$ cat config.mk
export PLATFORM = sky130hd
export DESIGN_NAME = segpc_cross
export DESIGN_NICKNAME = d
export VERILOG_FILES = /design/src/rtl/core/segpc_cross.sv
export SDC_FILE = /design/constraint.sdc
export NUM_CORES = 2
export LEC_CHECK = 0
export BUFFER_PORTS_ARGS = -buffer_cell sky130_fd_sc_hd__clkbuf_2
export CAP_MARGIN = 30
export CORE_ASPECT_RATIO = 1.75
export CORE_MARGIN = 5
export CORE_UTILIZATION = 50
export DETAILED_ROUTE_END_ITERATION = 10
export GPL_TIMING_DRIVEN = 0
export PLACE_DENSITY_LB_ADDON = 0.15
export SYNTH_ARGS = -nofsm -noshare
export SYNTH_HDL_FRONTEND = slang
export SYNTH_SLANG_ARGS = --single-unit
$ cat constraint.sdc
create_clock -name vclk -period 13.12
set_input_delay 2.624 -clock vclk [all_inputs]
set_output_delay 2.624 -clock vclk [all_outputs]
set_load 0.05 [all_outputs]
$ cat src/rtl/core/segpc_cross.sv
`timescale 1ns / 1ps
`default_nettype none
// ---------------------------------------------------------------------------
// segpc_cross
// direction vectors, start offset and the six cross-product terms
// ---------------------------------------------------------------------------
module segpc_cross #(
   parameter int COORD_BITS = 16
) (
   input  wire logic signed [COORD_BITS-1:0]   first_start_x,
   input  wire logic signed [COORD_BITS-1:0]   first_start_y,
   input  wire logic signed [COORD_BITS-1:0]   first_end_x,
   input  wire logic signed [COORD_BITS-1:0]   first_end_y,
   input  wire logic signed [COORD_BITS-1:0]   second_start_x,
   input  wire logic signed [COORD_BITS-1:0]   second_start_y,
   input  wire logic signed [COORD_BITS-1:0]   second_end_x,
   input  wire logic signed [COORD_BITS-1:0]   second_end_y,
   output logic signed [2*COORD_BITS+1:0]      den_a,
   output logic signed [2*COORD_BITS+1:0]      den_b,
   output logic signed [2*COORD_BITS+1:0]      snum_a,
   output logic signed [2*COORD_BITS+1:0]      snum_b,
   output logic signed [2*COORD_BITS+1:0]      tnum_a,
   output logic signed [2*COORD_BITS+1:0]      tnum_b
);

   localparam int DW = COORD_BITS + 1;
   localparam int PW = 2 * COORD_BITS + 2;

   logic signed [DW-1:0] s1x;
   logic signed [DW-1:0] s1y;
   logic signed [DW-1:0] s2x;
   logic signed [DW-1:0] s2y;
   logic signed [DW-1:0] dx;
   logic signed [DW-1:0] dy;

   assign s1x = DW'(first_end_x) - DW'(first_start_x);
   assign s1y = DW'(first_end_y) - DW'(first_start_y);
   assign s2x = DW'(second_end_x) - DW'(second_start_x);
   assign s2y = DW'(second_end_y) - DW'(second_start_y);
   assign dx  = DW'(first_start_x) - DW'(second_start_x);
   assign dy  = DW'(first_start_y) - DW'(second_start_y);

   // operands sign-extend to the product width, so each product is exact
   assign den_a  = PW'(s1x) * PW'(s2y);
   assign den_b  = PW'(s2x) * PW'(s1y);
   assign snum_a = PW'(s1x) * PW'(dy);
   assign snum_b = PW'(s1y) * PW'(dx);
   assign tnum_a = PW'(s2x) * PW'(dy);
   assign tnum_b = PW'(s2y) * PW'(dx);

endmodule
`default_nettype wire

==> results.yml <==
sta:
  fin_crit_sh: 1.04
  rsz0062_at_grt: "true"
  hold_viol_final: 0
  setup_slack_ns: -0.516
  fmax_mhz: 73.3
  finalCriticalPeriod_ns: 13.64
  setup_violations: 55
  worst_pin_slew_ns: 1.20
  relSlewSlack: 0.201
  whs_ns: 6.47
  drv_slew: 0
flow_run:
  drv_cap: 0
synth:
  syn-cell-area_mm2: 0.0685
  synthAdderAreaFrac: 0.631
  synth_compound_area_frac: 0.0617
  synth_top_family_by_area: "adder cells"
  yosys.area_share.simple: 0.136
  muxShareOfSynthArea: 0.00166
  syn_nets: 10400
  synth_xor_area_frac: 0.0446
  synthCells: 7899
  synth.avg_cell_area_um2: 8.67
  synth_cell_types: 91
  yosys_warnings: 0
  ys_seq_area_frac: 0
routing:
  first_pass_iters: 7
  vias: 60200
  drc_errors: 0
  drt_wl_total_um: 283000
  drtIter0Drc: 4487
  ant_nets: 0
  drt-vias-per-instance: 5.69
  wl_per_cell_um: 26.8
global_route:
  grt_pass1_wl_um: 412000
  grtUsageTotal: 0.385
  first_global_vias: 65700
  antenna_found_initial: 8
  grt_start_max_net_pins: 13
  grt_overflow: 0
critical_path:
  cp_slowest_stage_delay_ns: 0.60
  cp.required_ns: 10.50
  crit_slowest_cell: "fa_2"
  critPathKind: "in -> out"
  cp.depth: 33
  crit_arrival_ns: 11.01
  startpoint_type: "input pin"
  cp-end-kind: "primary output"
  cp_max_fo: 4
  cp_top_family: "adder cells"
  crit_buf_inv: 8
finish:
  clkbuf_count: 0
  layout_commonest_cell: "inv_1"
  seq_cells: 0
  final_cell_mix: "1857 x inv_1, 1694 x fa_1, 956 x nand2_1"
  seq_area_um2: 0
  final_util: 0.625
  drive_gt1_frac: 0.217
  nFillCells: 11800
  area_growth_pct: 24.3
  fin_nets: 11300
run_status:
  violations: "setup timing"
  status: "finished, violations left"
floorplan:
  core_mm2: 0.136
  chipWidth_um: 290
  rows: 179
  ios: 332
  initial_core_util: 0.503
  dieArea_mm2: 0.145
  die_height_um: 500
hold_path:
  hold_depth: 6
  min_path_type: "in -> out"
place:
  dp_slack_ns: -2.57
  hpwl_um: 236000
  numPortBuffers: 332
  place.gp.congestion: 1.02
-- final cells by class --
| cell class | count | area [um^2] | area share |
|---|---|---|---|
| diodes | 2 | 5.00 | 0.0000588 |
| repair buffers | 905 | 7930 | 0.0932 |
| plain buffers | 280 | 2520 | 0.0296 |
| well taps | 1810 | 2260 | 0.0266 |
| multi-input cells | 5639 | 65000 | 0.763 |
| inverters | 1951 | 7450 | 0.0875 |
-- per-layer routing --
layer  vias to the layer above  track usage  part of all wire
li1                      25000            -                 -
met1                     30900        0.425              0.32
met2                      3197        0.657              0.48
met3                      1160       0.0755             0.087
met4                         4        0.292              0.11
met5                         -            0          0.000081
-- metrics by stage --
stage          instance area [um^2]  TNS [ns]  instances
3_5_place_dp                  74200   -163.96      10100
5_1_grt                       85100    -27.29      10600
2_1_floorplan                 68800    -0.238       7899
3_3_place_gp                  72700   -208.61      10000
4_1_cts                       81900    -12.33      10400
6_report                      85100    -11.57      10600
-- synth_stat cells (47+ instances only) --
cell / instances / area [um^2]
a21o_1: 75 / 563
a21oi_1: 185 / 926
clkbuf_1: 276 / 1040
fa_1: 1782 / 35700
ha_1: 606 / 7580
inv_1: 1945 / 7300
nand2_1: 992 / 3720
nand2b_1: 84 / 526
nor2_1: 890 / 3340
nor2b_1: 48 / 300
nor3_1: 47 / 235
o21ai_0: 125 / 626
xnor2_1: 243 / 2130
xor2_1: 102 / 893
-- repair_timing --
item                       4_1_cts  5_1_grt
setup endpoints to repair      129      101
pin swaps                      287      365
cloned                           1        2
setup buffers                  311      170
resized for setup             1204      612
hold buffers                     0        0
-- kinds of logic after synthesis --
| family | count (synthesis) |
|---|---|
| AOI/OAI and AO/OA | 645 |
| and+or+nand+nor | 2248 |
| muxes | 11 |
| xor gates and xnor gates | 347 |
| adders and majority gates | 2388 |
| buffers and inverters | 2260 |
-- worst paths after layout --
kind | startpoint | endpoint | slack [ns]
worst max-delay path | second_start_y[1] | den_a[33] | -0.52
worst min-delay path | first_end_y[2] | den_b[2] | 6.47
